[src/spcb_pkg.sv]
// Shared types, codes and constants of the serial period command blinker.
package spcb_pkg;

    // Default depth of the line store in bytes
    localparam int LINE_BYTES_DEF = 32;

    // Characters of interest on the serial line
    localparam logic [7:0] CHAR_BS    = 8'h08;
    localparam logic [7:0] CHAR_DEL   = 8'h7F;
    localparam logic [7:0] CHAR_LF    = 8'h0A;
    localparam logic [7:0] CHAR_CR    = 8'h0D;
    localparam logic [7:0] CHAR_SPACE = 8'h20;
    localparam logic [7:0] CHAR_ZERO  = 8'h30;
    localparam logic [7:0] CHAR_NINE  = 8'h39;

    // Length of the command word
    localparam int WORD_LEN = 6;

    // Reset values of the configuration and blink registers
    localparam logic [15:0] MIN_PERIOD_RST   = 16'd10;
    localparam logic [15:0] MAX_PERIOD_RST   = 16'd60000;
    localparam logic [15:0] BLINK_PERIOD_RST = 16'd1000;
    localparam logic [15:0] ELAPSED_MAX      = 16'hFFFF;

    // The decimal value saturates here, which is always out of range
    localparam logic [19:0] VALUE_SAT = 20'd65536;

    // Configuration port widths and register indexes (index is paddr[2])
    localparam int APB_ADDR_W = 3;
    localparam int APB_DATA_W = 32;
    localparam logic REG_MIN_PERIOD = 1'b0;
    localparam logic REG_MAX_PERIOD = 1'b1;

    // Stream widths
    localparam int S_TDATA_W = 8;
    localparam int M_TDATA_W = 32;

    typedef enum logic {
        OP_BYTE,
        OP_TICK
    } op_t;

    typedef enum logic [1:0] {
        KIND_NONE,
        KIND_ECHO,
        KIND_ERASE,
        KIND_EOL
    } echo_kind_t;

    typedef enum logic [2:0] {
        STAT_NONE,
        STAT_SET,
        STAT_MISSING,
        STAT_INVALID,
        STAT_RANGE,
        STAT_UNKNOWN,
        STAT_OVERFLOW
    } status_t;

    // Where the line parser stands
    typedef enum logic [1:0] {
        PH_WORD,
        PH_SPACE,
        PH_DIGIT
    } phase_t;

    typedef enum logic [1:0] {
        S_IDLE,
        S_READ,
        S_EVAL,
        S_FINISH
    } ctrl_state_t;

    // Commands from the controller to the datapath
    typedef struct packed {
        logic ready;
        logic step;
        logic scan_start;
        logic scan_read;
        logic scan_eval;
        logic finish;
    } spcb_cmd_t;

    // Status from the datapath to the controller
    typedef struct packed {
        logic res_full;
        logic res_take;
        logic eol_scan;
        logic scan_stop;
        logic scan_last;
    } spcb_stat_t;

    // Character of the command word at a given position
    function automatic logic [7:0] word_char(input logic [2:0] pos);
        logic [7:0] ch;
        case (pos)
            3'd0:    ch = 8'h70; // p
            3'd1:    ch = 8'h65; // e
            3'd2:    ch = 8'h72; // r
            3'd3:    ch = 8'h69; // i
            3'd4:    ch = 8'h6F; // o
            default: ch = 8'h64; // d
        endcase
        return ch;
    endfunction

endpackage

[src/spcb_ctrl.sv]
// Controller state machine: request acceptance and sequencing of the line scan.
module spcb_ctrl (
    input  logic                  clk,
    input  logic                  rst_n,
    input  logic                  s_tvalid,
    input  spcb_pkg::spcb_stat_t  stat,
    output spcb_pkg::spcb_cmd_t   cmd
);
    import spcb_pkg::*;

    ctrl_state_t state_reg;
    ctrl_state_t state_next;

    // State register
    always_ff @(posedge clk or negedge rst_n)
    begin
        if (!rst_n)
        begin
            state_reg <= S_IDLE;
        end
        else
        begin
            state_reg <= state_next;
        end
    end

    // Next state and commands
    always_comb
    begin
        state_next = state_reg;
        cmd        = '0;
        unique case (state_reg)
            S_IDLE:
            begin
                // A request is taken once the result stage has room for its answer.
                cmd.ready = !stat.res_full || stat.res_take;
                if (s_tvalid && cmd.ready)
                begin
                    if (stat.eol_scan)
                    begin
                        cmd.scan_start = 1'b1;
                        state_next     = S_READ;
                    end
                    else
                    begin
                        cmd.step = 1'b1;
                    end
                end
            end
            S_READ:
            begin
                cmd.scan_read = 1'b1;
                state_next    = S_EVAL;
            end
            S_EVAL:
            begin
                cmd.scan_eval = 1'b1;
                if (stat.scan_stop || stat.scan_last)
                begin
                    state_next = S_FINISH;
                end
                else
                begin
                    state_next = S_READ;
                end
            end
            S_FINISH:
            begin
                cmd.finish = 1'b1;
                state_next = S_IDLE;
            end
            default:
            begin
                state_next = S_IDLE;
            end
        endcase
    end

endmodule

[src/spcb_datapath.sv]
// Datapath: line store, line parser, blink timer, configuration and result stages.
module spcb_datapath #(
    parameter int LINE_BYTES = spcb_pkg::LINE_BYTES_DEF
) (
    input  logic                               clk,
    input  logic                               rst_n,
    input  logic [spcb_pkg::S_TDATA_W-1:0]     s_tdata,
    input  logic                               s_tuser,
    output logic                               m_tvalid,
    input  logic                               m_tready,
    output logic [spcb_pkg::M_TDATA_W-1:0]     m_tdata,
    output logic [1:0]                         m_tuser,
    input  logic                               psel,
    input  logic                               penable,
    input  logic                               pwrite,
    input  logic [spcb_pkg::APB_ADDR_W-1:0]    paddr,
    input  logic [spcb_pkg::APB_DATA_W-1:0]    pwdata,
    output logic [spcb_pkg::APB_DATA_W-1:0]    prdata,
    output logic                               pready,
    input  spcb_pkg::spcb_cmd_t                cmd,
    output spcb_pkg::spcb_stat_t               stat
);
    import spcb_pkg::*;

    localparam int IDX_W = $clog2(LINE_BYTES);
    localparam int LEN_W = $clog2(LINE_BYTES + 1);

    // Line store, no reset: only entries below the line length are ever read
    logic [7:0] mem [LINE_BYTES];
    logic [7:0] rd_data_reg;
    logic       wr_en;

    // Control and blink state
    logic [LEN_W-1:0] len_reg,     len_next;
    logic             ovf_reg,     ovf_next;
    logic [15:0]      period_reg,  period_next;
    logic [15:0]      elapsed_reg, elapsed_next;
    logic             led_reg,     led_next;
    logic [15:0]      min_reg,     min_next;
    logic [15:0]      max_reg,     max_next;

    // Parser state
    logic [IDX_W-1:0] idx_reg,   idx_next;
    phase_t           phase_reg, phase_next;
    logic [16:0]      value_reg, value_next;
    status_t          perr_reg,  perr_next;

    // Result stage and output stage
    logic       res_valid_reg,  res_valid_next;
    echo_kind_t res_kind_reg,   res_kind_next;
    logic [7:0] res_byte_reg,   res_byte_next;
    status_t    res_status_reg, res_status_next;
    logic [15:0] res_period_reg, res_period_next;
    logic       res_led_reg,    res_led_next;
    logic       out_valid_reg,  out_valid_next;
    echo_kind_t out_kind_reg,   out_kind_next;
    logic [7:0] out_byte_reg,   out_byte_next;
    status_t    out_status_reg, out_status_next;
    logic [15:0] out_period_reg, out_period_next;
    logic       out_led_reg,    out_led_next;

    // Decoded request and helper values
    op_t         op_in;
    logic        is_eol;
    logic        is_bs;
    logic        short_line;
    logic        res_take;
    logic        scan_err;
    logic        cfg_wr;
    logic [15:0] elapsed_inc;
    logic [19:0] value_mul;
    logic [19:0] value_ext;

    assign op_in      = op_t'(s_tuser);
    assign is_eol     = (s_tdata == CHAR_LF) || (s_tdata == CHAR_CR);
    assign is_bs      = (s_tdata == CHAR_BS) || (s_tdata == CHAR_DEL);
    assign short_line = len_reg < LEN_W'(WORD_LEN);
    assign res_take   = res_valid_reg && (!out_valid_reg || m_tready);
    assign cfg_wr     = psel && penable && pwrite;

    assign elapsed_inc = (elapsed_reg != ELAPSED_MAX) ? elapsed_reg + 16'd1 : elapsed_reg;
    assign value_ext   = {3'b000, value_reg};
    assign value_mul   = (value_ext << 3) + (value_ext << 1) + {16'd0, rd_data_reg[3:0]};

    // Status towards the controller
    assign stat.res_full  = res_valid_reg;
    assign stat.res_take  = res_take;
    assign stat.eol_scan  = (op_in == OP_BYTE) && !ovf_reg && is_eol && !short_line;
    assign stat.scan_stop = scan_err;
    assign stat.scan_last = (LEN_W'(idx_reg) + LEN_W'(1)) == len_reg;

    // Configuration read port
    assign pready = 1'b1;
    assign prdata = {16'd0, (paddr[2] == REG_MAX_PERIOD) ? max_reg : min_reg};

    // Output stage towards the stream
    assign m_tvalid = out_valid_reg;
    assign m_tuser  = out_kind_reg;
    assign m_tdata  = {4'd0, out_led_reg, out_period_reg, out_status_reg, out_byte_reg};

    // Next-state logic of all registers
    always_comb
    begin
        len_next        = len_reg;
        ovf_next        = ovf_reg;
        period_next     = period_reg;
        elapsed_next    = elapsed_reg;
        led_next        = led_reg;
        min_next        = min_reg;
        max_next        = max_reg;
        idx_next        = idx_reg;
        phase_next      = phase_reg;
        value_next      = value_reg;
        perr_next       = perr_reg;
        res_valid_next  = res_valid_reg;
        res_kind_next   = res_kind_reg;
        res_byte_next   = res_byte_reg;
        res_status_next = res_status_reg;
        res_period_next = res_period_reg;
        res_led_next    = res_led_reg;
        out_valid_next  = out_valid_reg;
        out_kind_next   = out_kind_reg;
        out_byte_next   = out_byte_reg;
        out_status_next = out_status_reg;
        out_period_next = out_period_reg;
        out_led_next    = out_led_reg;
        wr_en           = 1'b0;
        scan_err        = 1'b0;

        // Configuration writes
        if (cfg_wr)
        begin
            if (paddr[2] == REG_MAX_PERIOD)
            begin
                max_next = pwdata[15:0];
            end
            else
            begin
                min_next = pwdata[15:0];
            end
        end

        // Move the waiting result into the output stage
        if (res_take)
        begin
            res_valid_next  = 1'b0;
            out_valid_next  = 1'b1;
            out_kind_next   = res_kind_reg;
            out_byte_next   = res_byte_reg;
            out_status_next = res_status_reg;
            out_period_next = res_period_reg;
            out_led_next    = res_led_reg;
        end
        else if (m_tready)
        begin
            out_valid_next = 1'b0;
        end

        // Handling of a tick or a byte that needs no line scan
        if (cmd.step)
        begin
            res_kind_next   = KIND_NONE;
            res_byte_next   = 8'd0;
            res_status_next = STAT_NONE;
            if (op_in == OP_TICK)
            begin
                if (elapsed_inc >= period_reg)
                begin
                    led_next     = !led_reg;
                    elapsed_next = 16'd0;
                end
                else
                begin
                    elapsed_next = elapsed_inc;
                end
            end
            else if (ovf_reg)
            begin
                // Discard until a line end, then report the overflow.
                if (is_eol)
                begin
                    ovf_next        = 1'b0;
                    len_next        = '0;
                    res_kind_next   = KIND_EOL;
                    res_status_next = STAT_OVERFLOW;
                end
            end
            else if (is_bs)
            begin
                if (len_reg != '0)
                begin
                    len_next      = len_reg - LEN_W'(1);
                    res_kind_next = KIND_ERASE;
                end
                else
                begin
                    res_kind_next = KIND_ECHO;
                    res_byte_next = s_tdata;
                end
            end
            else if (is_eol)
            begin
                // A line shorter than the command word is never a command.
                len_next        = '0;
                res_kind_next   = KIND_EOL;
                res_status_next = STAT_UNKNOWN;
            end
            else
            begin
                res_kind_next = KIND_ECHO;
                res_byte_next = s_tdata;
                if (len_reg < LEN_W'(LINE_BYTES))
                begin
                    wr_en    = 1'b1;
                    len_next = len_reg + LEN_W'(1);
                end
                else
                begin
                    ovf_next = 1'b1;
                end
            end
            res_valid_next  = 1'b1;
            res_period_next = period_reg;
            res_led_next    = led_next;
        end

        // Start of a line scan
        if (cmd.scan_start)
        begin
            idx_next   = '0;
            phase_next = PH_WORD;
            value_next = '0;
            perr_next  = STAT_NONE;
        end

        // One stored byte through the parser
        if (cmd.scan_eval)
        begin
            idx_next = idx_reg + IDX_W'(1);
            if (phase_reg == PH_WORD)
            begin
                if (idx_reg < IDX_W'(WORD_LEN))
                begin
                    if (rd_data_reg != word_char(idx_reg[2:0]))
                    begin
                        scan_err  = 1'b1;
                        perr_next = STAT_UNKNOWN;
                    end
                end
                else if (rd_data_reg != CHAR_SPACE)
                begin
                    scan_err  = 1'b1;
                    perr_next = STAT_UNKNOWN;
                end
                else
                begin
                    phase_next = PH_SPACE;
                end
            end
            else if ((phase_reg == PH_SPACE) && (rd_data_reg == CHAR_SPACE))
            begin
                phase_next = PH_SPACE;
            end
            else if ((rd_data_reg >= CHAR_ZERO) && (rd_data_reg <= CHAR_NINE))
            begin
                phase_next = PH_DIGIT;
                value_next = (value_mul > VALUE_SAT) ? VALUE_SAT[16:0] : value_mul[16:0];
            end
            else
            begin
                scan_err  = 1'b1;
                perr_next = STAT_INVALID;
            end
        end

        // Verdict on the scanned line
        if (cmd.finish)
        begin
            len_next        = '0;
            res_valid_next  = 1'b1;
            res_kind_next   = KIND_EOL;
            res_byte_next   = 8'd0;
            res_led_next    = led_reg;
            res_period_next = period_reg;
            if (perr_reg != STAT_NONE)
            begin
                res_status_next = perr_reg;
            end
            else if (phase_reg != PH_DIGIT)
            begin
                res_status_next = STAT_MISSING;
            end
            else if ((value_reg < {1'b0, min_reg}) || (value_reg > {1'b0, max_reg}))
            begin
                res_status_next = STAT_RANGE;
            end
            else
            begin
                res_status_next = STAT_SET;
                period_next     = value_reg[15:0];
                res_period_next = value_reg[15:0];
            end
        end
    end

    // Line store write and registered read
    always_ff @(posedge clk)
    begin
        if (wr_en)
        begin
            mem[len_reg[IDX_W-1:0]] <= s_tdata;
        end
        if (cmd.scan_read)
        begin
            rd_data_reg <= mem[idx_reg];
        end
    end

    // Control, configuration and blink registers
    always_ff @(posedge clk or negedge rst_n)
    begin
        if (!rst_n)
        begin
            len_reg       <= '0;
            ovf_reg       <= 1'b0;
            period_reg    <= BLINK_PERIOD_RST;
            elapsed_reg   <= 16'd0;
            led_reg       <= 1'b0;
            min_reg       <= MIN_PERIOD_RST;
            max_reg       <= MAX_PERIOD_RST;
            res_valid_reg <= 1'b0;
            out_valid_reg <= 1'b0;
        end
        else
        begin
            len_reg       <= len_next;
            ovf_reg       <= ovf_next;
            period_reg    <= period_next;
            elapsed_reg   <= elapsed_next;
            led_reg       <= led_next;
            min_reg       <= min_next;
            max_reg       <= max_next;
            res_valid_reg <= res_valid_next;
            out_valid_reg <= out_valid_next;
        end
    end

    // Parser and result payload registers
    always_ff @(posedge clk)
    begin
        idx_reg        <= idx_next;
        phase_reg      <= phase_next;
        value_reg      <= value_next;
        perr_reg       <= perr_next;
        res_kind_reg   <= res_kind_next;
        res_byte_reg   <= res_byte_next;
        res_status_reg <= res_status_next;
        res_period_reg <= res_period_next;
        res_led_reg    <= res_led_next;
        out_kind_reg   <= out_kind_next;
        out_byte_reg   <= out_byte_next;
        out_status_reg <= out_status_next;
        out_period_reg <= out_period_next;
        out_led_reg    <= out_led_next;
    end

endmodule

[src/serial_period_command_blinker_unit.sv]
// A tick or a byte request passes through the result stage and then the output stage to
// m_tdata. A line end that needs parsing walks the line store with a read and an evaluate
// state per stored byte (one memory read port); the verdict of the finish state then
// passes the result and output stages. Throughput: ticks and ordinary bytes at one
// request per cycle while the result stage has room; one line end at a time.
// Reset (rst_n, asynchronous, active low) empties the line, clears overflow, LED and
// elapsed time, sets the period to 1000 ms and the limits to 10 and 60000 ms.
module serial_period_command_blinker_unit #(
    parameter int LINE_BYTES = spcb_pkg::LINE_BYTES_DEF
) (
    input  logic                             clk,
    input  logic                             rst_n,
    // Input requests
    input  logic                             s_tvalid,
    output logic                             s_tready,
    input  logic [spcb_pkg::S_TDATA_W-1:0]   s_tdata,  // [7:0] rx_byte
    input  logic                             s_tuser,  // [0] op
    // Results
    output logic                             m_tvalid,
    input  logic                             m_tready,
    // [7:0] echo_byte, [10:8] status, [26:11] period_ms, [27] led, [31:28] zero
    output logic [spcb_pkg::M_TDATA_W-1:0]   m_tdata,
    output logic [1:0]                       m_tuser,  // [1:0] echo_kind
    // Configuration port
    input  logic                             psel,
    input  logic                             penable,
    input  logic                             pwrite,
    input  logic [spcb_pkg::APB_ADDR_W-1:0]  paddr,
    input  logic [spcb_pkg::APB_DATA_W-1:0]  pwdata,
    output logic [spcb_pkg::APB_DATA_W-1:0]  prdata,
    output logic                             pready
);
    import spcb_pkg::*;

    spcb_cmd_t  cmd;
    spcb_stat_t stat;

    assign s_tready = cmd.ready;

    // Sequencing
    spcb_ctrl u_ctrl (
        .clk      (clk),
        .rst_n    (rst_n),
        .s_tvalid (s_tvalid),
        .stat     (stat),
        .cmd      (cmd)
    );

    // Storage, parsing and timing
    spcb_datapath #(
        .LINE_BYTES (LINE_BYTES)
    ) u_datapath (
        .clk      (clk),
        .rst_n    (rst_n),
        .s_tdata  (s_tdata),
        .s_tuser  (s_tuser),
        .m_tvalid (m_tvalid),
        .m_tready (m_tready),
        .m_tdata  (m_tdata),
        .m_tuser  (m_tuser),
        .psel     (psel),
        .penable  (penable),
        .pwrite   (pwrite),
        .paddr    (paddr),
        .pwdata   (pwdata),
        .prdata   (prdata),
        .pready   (pready),
        .cmd      (cmd),
        .stat     (stat)
    );

`ifndef ASSERT_OFF
    // No new request is taken in the cycle after a line scan begins.
    a_scan_blocks_input: assert property (@(posedge clk) disable iff (!rst_n)
        cmd.scan_start |=> !s_tready)
        else $error("request accepted while a line scan was under way");

    // The verdict of a scan always finds the result stage empty.
    a_finish_has_room: assert property (@(posedge clk) disable iff (!rst_n)
        cmd.finish |-> !stat.res_full)
        else $error("scan verdict would overwrite a waiting result");

    // Every parsed byte was read from the line store in the cycle before.
    a_eval_after_read: assert property (@(posedge clk) disable iff (!rst_n)
        cmd.scan_eval |-> $past(cmd.scan_read))
        else $error("parser evaluated a byte that was not read");
`endif

endmodule

[config.mk]
export PLATFORM = sky130hd
export DESIGN_NAME = serial_period_command_blinker_unit
export DESIGN_NICKNAME = d
export VERILOG_FILES = /design/src/spcb_pkg.sv /design/src/spcb_ctrl.sv /design/src/spcb_datapath.sv /design/src/serial_period_command_blinker_unit.sv
export SDC_FILE = /design/constraint.sdc
export NUM_CORES = 1
export LEC_CHECK = 0
export BUFFER_PORTS_ARGS = -buffer_cell sky130_fd_sc_hd__buf_2
export CAP_MARGIN = 0
export CORE_ASPECT_RATIO = 1.5
export CORE_MARGIN = 10
export CORE_UTILIZATION = 61
export CTS_CLUSTER_SIZE = 40
export DETAILED_ROUTE_END_ITERATION = 7
export GPL_TIMING_DRIVEN = 1
export PLACE_DENSITY = 0.83
export SETUP_SLACK_MARGIN = 0.15
export SLEW_MARGIN = 0
export SYNTH_ARGS = -nofsm -noshare
export SYNTH_HDL_FRONTEND = slang
export SYNTH_SLANG_ARGS = --single-unit
[constraint.sdc]
create_clock -name clk -period 4.7 [get_ports clk]
set_input_delay 0.94 -clock clk [delete_from_list [all_inputs] [get_ports clk]]
set_output_delay 0.94 -clock clk [all_outputs]
set_load 0.05 [all_outputs]
======== Word-level counts from Yosys, hierarchy flattened ========
Memories as Yosys holds them, arrays and structs flattened. A register that Yosys moved wholly into a read port is not among the register bits.
Index checks and enable logic that the tools add are counted.
Widths: inputs -> output; s select.
cells by class
  add/sub/neg operators ................... 7
  order comparisons ....................... 9
  equal/unequal tests ..................... 23
  muxes and demuxes ....................... 105
  bitwise gates (word level) .............. 2
  reduce and logical (&&, ||, !) cells .... 36
operators with widths
  operator               number
  $mux 16                8
  $mux 17                6
  $mux 8                 8
  $mux 3                 19
  $mux 6                 9
  $mux 1                 34
  $mux 2                 17
  $pmux 5 s5             1
  $eq 8x4->1 const B     3
  $add 20x18->20         1
  $add 20x4->20          1
  $gt 20x17->1 const B   1
  $gt 17x16->1           1
  $lt 17x16->1           1
  $add 16x1->16 const B  1
  $ge 16x16->1           1
  $ne 16x16->1 const B   1
  $mux 5                 2
  $reduce_and 2->1       5
  $logic_and 1x1->1      9
  $eq 8x6->1 const B     1
  $eq 8x7->1 const B     1
  $ge 8x6->1 const B     1
  $le 8x6->1 const B     1
  other kinds (30)       49
word-level totals
  flip-flop bits (word level) ............. 163
  memory bits (writable) .................. 256
  bits of input ports ..................... 51
  logic and storage cells ................. 207
  memories kept ........................... 1
memory list
  memory          words  width  rd ports  clocked after Yosys merged registers in  write ports  RTL line             RTL
  u_datapath.mem  32     8      1         1                                        1            spcb_datapath.sv:29  logic [7:0] mem [LINE_BYTES];

======== Depth between registers and ports, before layout ========
Gate-level depths: netlist of run 1.
  word-level depth ........................ 13
  depth in mapped cells ................... 18
  mapped depth without buffers ............ 15

======== Modules after synthesis ========
Synthesis of run 1 repeated with hierarchy kept, for this count alone.
second synthesis, totals
  cells, all modules ...................... 1420
  area total of the unflattened synthesis .. 19831.5 um2
modules (own cells, without submodules)
  module         instances  cells an instance  area an instance (um2)  sequential area each (um2)
  spcb_datapath  1          1405               19688.9                 12090.3
  spcb_ctrl      1          15                 142.6                   50.0

======== Least setup slack after synthesis of run 1 ========
No wires, ideal clock.
  path kind ............................... register -> register
  start ................................... register u_datapath.elapsed_reg[4]
  end ..................................... register u_datapath.elapsed_reg[0]
  setup time .............................. 0.076 ns
  arrival time ............................ 3.618 ns
  data required time ...................... 4.624 ns
  setup slack ............................. 1.005 ns
  cell stages (with the launch flop) ...... 17
  path buffers ............................ 3
  period minus slack after synthesis ...... 3.695 ns
  cells stage by stage .................... dfrtp_1 and4_1 nand4_1 nor3_1 nand4_1 clkbuf_1 mux2_2 ha_1 a21o_1 a21o_1 a21o_1 a211o_1 a21oi_1 clkbuf_1 clkbuf_1 nand4_1 o21ai_1
on the way
  word-level cells in the longest chain between the ends .. 4
  elaborated cells on any way between the ends .. 5
RTL lines
  element                                               RTL line              RTL
  start, declared                                       spcb_datapath.sv:37   logic [15:0] elapsed_reg, elapsed_next;
  start signal, assigned                                spcb_datapath.sv:339  elapsed_reg <= elapsed_next;
  $add 16x1->16 / $ne 16x16->1 (equally long branches)  spcb_datapath.sv:81   assign elapsed_inc = (elapsed_reg != ELAPSED_MAX) ? elapsed_reg + 16'd1 : elapsed_reg;
  $mux 16 (*)                                           spcb_datapath.sv:81
  $ge 16x16->1                                          spcb_datapath.sv:167  if (elapsed_inc >= period_reg)
  $mux 16 (*)                                           spcb_datapath.sv:167
Mark *: on every way between the ends. The rest lies on a longest branch, timed or not.
A chain may end at the register's enable or synchronous reset.

======== Worst setup path after layout of run 1 ========
  start ................................... register u_datapath.value_reg[2]
  end ..................................... register u_datapath.value_reg[9]
on the way
  word-level cells in the longest chain between the ends .. 8
RTL lines
  element                       RTL line              RTL
  start, declared               spcb_datapath.sv:45   logic [16:0] value_reg, value_next;
  start signal, assigned        spcb_datapath.sv:353  value_reg <= value_next;
  $add 20x18->20 (*)            spcb_datapath.sv:83   assign value_mul = (value_ext << 3) + (value_ext << 1) + {16'd0, rd_data_reg[3:0]};
  $add 20x4->20 (*)             spcb_datapath.sv:83
  $gt 20x17->1                  spcb_datapath.sv:267  value_next = (value_mul > VALUE_SAT) ? VALUE_SAT[16:0] : value_mul[16:0];
  $mux 17 (*)                   spcb_datapath.sv:267
  $mux 17 (*)                   spcb_datapath.sv:264  else if ((rd_data_reg >= CHAR_ZERO) && (rd_data_reg <= CHAR_NINE))
  $mux 17 (*)                   spcb_datapath.sv:260  else if ((phase_reg == PH_SPACE) && (rd_data_reg == CHAR_SPACE))
  $mux 17 (*)                   spcb_datapath.sv:240  if (phase_reg == PH_WORD)
  $mux 17 (*)                   spcb_datapath.sv:237  if (cmd.scan_eval)
  net u_datapath.value_next[9]  spcb_datapath.sv:45
Mark *: on every way through the listed nets, which the timed path passes. The rest lies on a longest branch.

==> results of run 1 <==
-- kinds of logic after synthesis --
family | count (synthesis) | share of synthesized area, %
flops | 427 | 61.1
simple gates | 343 | 8.45
compound gates | 254 | 9.14
buf+inv | 150 | 3.34
mux | 149 | 10.4
fa+ha+maj | 92 | 5.87
xor+xnor | 37 | 1.63
other cells | 2 | 0.0378
-- cell type report --
type	count	area [µm²]	share of cell area, %
clock inverter	26	240	1.09
tap	410	513	2.32
sequential	427	12100	54.9
clock buffer	47	1050	4.73
inverter	70	263	1.19
multi-input combinational	896	7130	32.2
antenna	1	2.50	0.0113
timing repair buffer	129	783	3.54
-- Yosys cell counts, types with 5 or more instances --
master / number / area, µm²
edfxtp_1: 319 / 9580
nor2_1: 96 / 360
nand2_1: 95 / 357
ha_1: 90 / 1130
inv_1: 69 / 259
dfrtp_1: 61 / 1530
mux2i_1: 56 / 561
mux2_2: 52 / 586
a21oi_1: 47 / 235
clkbuf_1: 41 / 154
mux4_2: 41 / 923
o21ai_0: 38 / 190
o221ai_1: 33 / 289
dfxtp_1: 32 / 641
a22o_1: 26 / 228
nand3_1: 26 / 130
xnor2_1: 25 / 219
a21o_1: 23 / 173
buf_4: 22 / 165
nor3_1: 22 / 110
dfstp_2: 15 / 394
nand4_1: 15 / 93.8
or3_1: 14 / 87.6
xor2_1: 12 / 105
buf_1: 11 / 41.3
nand2b_1: 10 / 62.6
o22ai_1: 10 / 62.6
and2_1: 9 / 56.3
nor2b_1: 9 / 56.3
nor4_1: 9 / 56.3
o211ai_1: 8 / 60.1
o21a_1: 8 / 60.1
o21ai_1: 7 / 35.0
a31oi_1: 6 / 37.5
and3_1: 6 / 37.5
nand3b_1: 5 / 37.5
or4_1: 5 / 37.5
-- worst reg2reg max path, cell delays in order, from the launching register on --
cell and delay [ns]:
dfxtp_1 0.44, inv_1 0.14, fa_1 0.58, inv_1 0.06, ha_1 0.29, a211oi_1 0.11
nor3_1 0.42, or2_1 0.23, a31oi_1 0.20, a221o_1 0.40, or4_4 0.48, a21oi_2 0.45
a32o_2 0.26
-- metrics by stage --
stage | power (mW) | hold WS (ns)
finish | 11.2 | 0.424
global placement | 7.96 | 0.400
floorplan | 7.21 | 0.400
global route | 11.7 | 0.431
CTS | 11.3 | 0.426
detailed placement | 8.09 | 0.410
-- routing by layer --
metal / GRT usage, % / vias to the layer above / share of wire, %
met4: 11.8 / 0 / 4.9
met5: 0 / - / 0
met2: 40.7 / 498 / 54
met1: 24.1 / 6315 / 36
met3: 3.47 / 132 / 5.5
li1: - / 5723 / -
-- power by group through the flow --
stage	sequential (mW)	combinational (mW)	clock, mW
floorplan	5.12	2.09	0
global placement	4.90	3.06	0
detailed placement	4.93	3.15	0
CTS	4.86	3.20	3.22
global route	4.90	3.43	3.36
finish	4.86	3.20	3.18
-- timing repair --
action | 4_1_cts | 5_1_grt
buffers inserted | 0 | 2
setup endpoints to repair | 0 | 2
endpoints found under the hold margin | 0 | 0
-- worst max-delay path by stage --
stage / depth (start not counted) / startpoint / to / slack (ns)
3_3_place_gp: 9 / s_tdata[2] / u_datapath.mem[26][2] / 0.44
2_1_floorplan: 16 / u_datapath.elapsed_reg[4] / u_datapath.elapsed_reg[0] / 1.01
6_report: 12 / u_datapath.value_reg[2] / u_datapath.value_reg[9] / 0.58
5_1_grt: 12 / u_datapath.value_reg[0] / u_datapath.value_reg[9] / 0.30
4_1_cts: 15 / u_datapath.elapsed_reg[3] / u_datapath.res_led_reg / 0.44
3_5_place_dp: 9 / s_tdata[2] / u_datapath.mem[1][3] / 0.17
==> results by group, run 1 <==
Worst setup path
  – Family with the most delay on the worst path: compound AO/OA/AOI/OAI gates
  – R2R cell count: 12
  – Worst-path cell chain: inv_1, fa_1, inv_1, ha_1, a211oi_1, nor3_1, or2_1, a31oi_1, a221o_1, or4_4, a21oi_2, a32o_2
  – Crit path buffers/inverters: 2
  – Req. time, crit path: 5.20 ns
  – Crit-path max FO: 11
  – Origin of the critical flop-to-flop path: u_datapath.value_reg[2]
  – Critical Path Most Common Cell: inv_1
  – Setup CP Type: flip-flop to flip-flop
  – Critical path's largest stage delay: 0.58 ns
  – Critical Path Start Type: flip-flop
  – R2R setup slack: 0.58 ns
  – Critical Path End Type: flip-flop
  – CP arrival: 4.62 ns
  – Crit-path slowest cell: fa_1
  – Worst R2R End: u_datapath.value_reg[9]

STA
  – Tcrit/Tclk final: 87.6%
  – Post-Route Setup TNS: 0 ns
  – Slew Limit Fails: 0
  – Min cycle time layout: just over 4 ns
  – Unrepaired setup endpoints after global routing: false
  – Final Skew: 0.0233 ns
  – Final Hold Vio Count: 0
  – Final setup margin: 0.582 ns
  – Worst-Margin Slew: 1.03 ns
  – FMAX: 243 MHz
  – Slew headroom: between 30 and 40%
  – Final setup vio count: 0

Clock network
  – Total CTS buffers: 40
  – Clk slew on worst S/H paths: 0.06 ns
  – Cts hold-fix bufs: 0
  – Post-cts sizing count: 0
  – CTS tree: done
  – Root Driver: clkbuf_16
  – Num Clock Sinks: about 430
  – H-tree levels: 2
  – CTS max path bufs: 3
  – Clk_lat worst skew: 0.57 ns

Final layout
  – Number of fillers in the final layout: approximately 2100
  – Most frequent cells in the layout: 319 x edfxtp_1, 96 x nor2_1, 95 x nand2_1
  – Area grow syn2layout: 11.4%
  – Post-layout net count: ~1700
  – Final instance area: 22100 µm²
  – Commonest non-fill, non-tap cell in the layout: edfxtp_1
  – Non-filler cells, final: 2006
  – Largest register FFs: about 260
  – Ratio of cells with drive above 1 in the final layout: between 10% and 20%
  – Post-layout util: 69.1%

Min path
  – Worst Hold Launch: u_datapath.res_period_reg[3]
  – Hold Crit Class: flip-flop to flip-flop
  – Worst Hold End: u_datapath.out_period_reg[3]
  – Hold-critical path depth: 0

Floorplan
  – FP Rows: 80
  – Io pins: between 100 and 150
  – Die Ht: 241 µm
  – Initial Utilization: about 62%
  – Core footprint: approximately 32000 µm²
  – Die Wd: 167 µm
  – DIE AREA: 40300 µm²

Routing
  – Residual DRC: 0
  – DR WL/cell: 22.6 µm
  – Initial DRC count: between 1000 and 1500
  – Routed Antenna Nets: 0
  – 1st-pass router iterations: 7
  – Vias: ~13000
  – Vias per cell: roughly 6.3
  – Routed WL: about 45000 µm

Global route
  – Initial antenna violation count: 1
  – Total congestion overflow: 0
  – Largest net degree at the start of global routing: slightly below 80
  – Vias in the first global route: roughly 13000
  – First-pass GRT wire length: about 70000 µm
  – GRT Util Overall: ~22%

Flow run
  – Max-Cap Viols: 0

Placed design
  – Final Wtd Congestion: 0.884
  – Port Buffers: 80
  – DP HPWL: between 30000 and 40000 µm
  – Dpl cell area: between 20000 and 25000 µm²
  – Dpl cells: 1930
  – Place WS: approximately 0.17 ns

Pwr
  – Clock group share of total power: 28.3%
  – Switch share: 33.5%
  – PD cells: 508 nW/µm²
  – Lkg Pwr: 8.74 nW
  – Int Power: between 7 and 8 mW
  – Switching power: roughly 3.8 mW
  – Highest ir drop seen on vdd: 323 µV
  – Register share of total power: 43.3%
  – Logic gate share of total power: 28.5%

Synthesis
  – Mapped cell area: between 15000 and 20000 µm²
  – Synth cell types: 80
  – Number of cells produced by synthesis: 1454
  – Syn_area_per_cell: 13.7 µm²
  – Synth warn: 0
  – Primary FF master, synth: edfxtp_1
  – Number of enable flip-flop cells after synthesis: 319
  – Sequential area share after synthesis: between 60% and 70%
  – Post-synth ARST share: 17.8%
  – Register bit count reported by yosys: ~430

Outcome
  – Outcome: finished clean
No activity file was read; power rests on OpenSTA's default activity.
==> inputs of run 2 (changes only) <==
--- a/config.mk
+++ b/config.mk
@@ -5,6 +5,7 @@
 export SDC_FILE = /design/constraint.sdc
 export NUM_CORES = 1
 export LEC_CHECK = 0
+export ABC_CLOCK_PERIOD_IN_PS = 4700
 export BUFFER_PORTS_ARGS = -buffer_cell sky130_fd_sc_hd__buf_2
 export CAP_MARGIN = 0
 export CORE_ASPECT_RATIO = 1.5
==> constraint.sdc (replaced) <==
create_clock -name clk -period 4.7 [get_ports clk]
set_input_delay 0.705 -clock clk [delete_from_list [all_inputs] [get_ports clk]]
set_output_delay 0.705 -clock clk [all_outputs]
set_load 0.05 [all_outputs]
==> run 2 against run 1 <==
Compared with the run above:
- combinational power barely moved
- wire length fell by 2.5%
- critical path depth did not move
- maximum frequency rose by 0.49%
- via count fell by 2.3%
- clock-buffer cell count did not move
- cell count fell by 1.0%
- worst hold slack got worse by 0.13 ns
- sequential share of layout area rose by 0.21 points
- die area did not move
==> results by group, run 2 (same netlist as run 1, synthesis figures left out) <==
Outcome
  – Outcome: finished clean

Global route
  – First-pass GRT wire length: 69000 µm (-3.7%)
  – Total congestion overflow: 0 (unchanged)
  – Vias in the first global route: 12600 (-5.1%)
  – GRT Util Overall: 21.5% (-0.70 points)
  – Largest net degree at the start of global routing: 77 (unchanged)
  – Initial antenna violation count: 0 (-1)

Floorplan
  – DIE AREA: 40300 µm² (unchanged)
  – FP Rows: 80 (unchanged)
  – Die Ht: 241 µm (unchanged)
  – Initial Utilization: 62.0% (unchanged)
  – Core footprint: 32000 µm² (unchanged)
  – Die Wd: 167 µm (unchanged)
  – Io pins: 120 (unchanged)

Min path
  – Hold Crit Class: input pin to asynchronous set/reset pin

STA
  – Final setup margin: 0.602 ns (+0.0200 ns)
  – Post-Route Setup TNS: 0 ns (unchanged)
  – Slew headroom: 33.7% (+2.8 points)
  – Unrepaired setup endpoints after global routing: false
  – Final Skew: 0.0169 ns (-0.00638 ns)
  – FMAX: 244 MHz (+0.49%)
  – Hold Slack: 0.299 ns (-0.126 ns)
  – Final setup vio count: 0 (unchanged)
  – Final Hold Vio Count: 0 (unchanged)
  – Slew Limit Fails: 0 (unchanged)
  – Worst-Margin Slew: 0.989 ns (-0.0446 ns)
  – Tcrit/Tclk final: 87.2% (-0.42 points)
  – Min cycle time layout: 4.10 ns (-0.0200 ns)

Routing
  – Residual DRC: 0 (unchanged)
  – Initial DRC count: 977 (-3.6%)
  – Vias per cell: 6.23 (-1.3%)
  – 1st-pass router iterations: 7 (unchanged)
  – DR WL/cell: 22.3 µm (-1.5%)
  – Vias: 12400 (-2.3%)
  – Routed WL: 44200 µm (-2.5%)
  – Routed Antenna Nets: 0 (unchanged)

Final layout
  – Multi-input logic area: 7130 µm² (unchanged)
  – Commonest non-fill, non-tap cell in the layout: edfxtp_1
  – Final instance area: 22000 µm² (-0.38%)
  – Area grow syn2layout: 10.9%
  – Most frequent cells in the layout: 319 x edfxtp_1, 96 x nor2_1, 95 x nand2_1
  – Ant. Diodes: 0 (-1)
  – Register Area: 12100 µm² (unchanged)
  – Number of fillers in the final layout: 2146 (+1.3%)
  – Ratio of cells with drive above 1 in the final layout: 18.8% (-0.70 points)
  – Largest register FFs: 256 (unchanged)
  – Post-layout net count: 1688 (-1.1%)

Placed design
  – Final Wtd Congestion: 0.911 (+3.1%)
  – Place WS: 0.617 ns (+0.448 ns)
  – Dpl cell area: 20700 µm² (-0.58%)
  – DP HPWL: 30800 µm (-0.57%)
  – Port Buffers: 80 (unchanged)

Worst setup path
  – Crit-path max FO: 11 (unchanged)
  – Crit-path slowest cell: fa_1
  – Critical Path Start Type: flip-flop
  – Critical Path End Type: flip-flop
  – Critical path's largest stage delay: 0.62 ns (+0.04 ns)
  – Crit path buffers/inverters: 2 (unchanged)
  – CP arrival: 4.59 ns (-0.03 ns)
  – Family with the most delay on the worst path: compound AO/OA/AOI/OAI gates
  – Req. time, crit path: 5.19 ns (about the same)
  – Setup CP Type: flip-flop to flip-flop
  – Critical Path Most Common Cell: inv_1
  – Worst-path cell chain: inv_1, fa_1, inv_1, ha_1, a211oi_1, nor3_1, or2_1, a31oi_1, mux2i_1, nand4b_1, a21oi_2, a32o_2

Clock network
  – Root Driver: clkbuf_16
  – Num Clock Sinks: 427 (unchanged)
  – Cts hold-fix bufs: 0 (unchanged)
  – CTS max path bufs: 3 (unchanged)
  – Total CTS buffers: 39 (-2.5%)
  – Clk slew on worst S/H paths: 0.06 ns (about the same)
  – H-tree levels: 2 (unchanged)
  – Clk_lat worst skew: 0.55 ns (-0.02 ns)
  – Post-cts sizing count: 0 (unchanged)
  – Setup bufs post-CTS: 0 (unchanged)
  – CTS tree: done

Pwr
  – Post-layout power: 11.4 mW (+1.0%)
  – PD cells: 515 nW/µm² (+1.4%)
  – Highest ir drop seen on vdd: 329 µV (+1.9%)
  – Lkg Pwr: 8.69 nW (-0.63%)

Flow run
  – Max-Cap Viols: 0 (unchanged)
## run 2: worst reg2reg max path, stage by stage, from the launching register on
cell and delay [ns]:
dfxtp_1 0.39, inv_1 0.14, fa_1 0.62, inv_1 0.06, ha_1 0.33, a211oi_1 0.39, nor3_1 0.17, or2_1 0.28
a31oi_1 0.43, mux2i_1 0.35, nand4b_1 0.20, a21oi_2 0.44, a32o_2 0.25
## run 2: metal layers
| metal | vias up | routed length (µm) | global-route usage, % |
|---|---|---|---|
| met5 | - | 0 | 0 |
| li1 | 5696 | - | - |
| met3 | 111 | 2450 | 3.17 |
| met2 | 480 | 23900 | 40.3 |
| met4 | 0 | 2050 | 10.1 |
| met1 | 6086 | 15800 | 23.2 |
## run 2: where the power goes
part	internal, mW	total, mW	switching [mW]
clock network	1.89	3.26	1.37
logic	1.14	3.23	2.09
registers	4.57	4.86	0.290
total	7.60	11.4	3.75
## run 2: final timing paths
check / from / end / slack [ns] / cells past startpoint
worst max-delay path: u_datapath.value_reg[0] / u_datapath.value_reg[9] / 0.60 / 12
worst min-delay path: rst_n / u_datapath.min_reg[11] / 0.30 / 1
worst max register to register: u_datapath.value_reg[0] / u_datapath.value_reg[9] / 0.60 / 12
worst min register to register: u_datapath.res_period_reg[1] / u_datapath.out_period_reg[1] / 0.42 / 0
max in group asynchronous: rst_n / u_datapath.elapsed_reg[8] / 3.73 / 1
min in group clk: pwdata[6] / u_datapath.min_reg[6] / 0.41 / 2
## run 2: layout make-up
cell class | count | area share (%)
multi-input combinational | 896 | 32.4
clock buffer | 47 | 4.76
inverter | 70 | 1.19
tap | 410 | 2.33
sequential | 427 | 55.1
timing repair buffer | 111 | 2.94
clock inverter | 24 | 1.32
## run 2: per-stage QoR
stage	cells	util (%)
2_1_floorplan	1473	-
3_3_place_gp	1914	64.6
3_5_place_dp	1914	64.6
4_1_cts	1985	68.8
5_1_grt	1985	68.8
6_report	1985	68.8
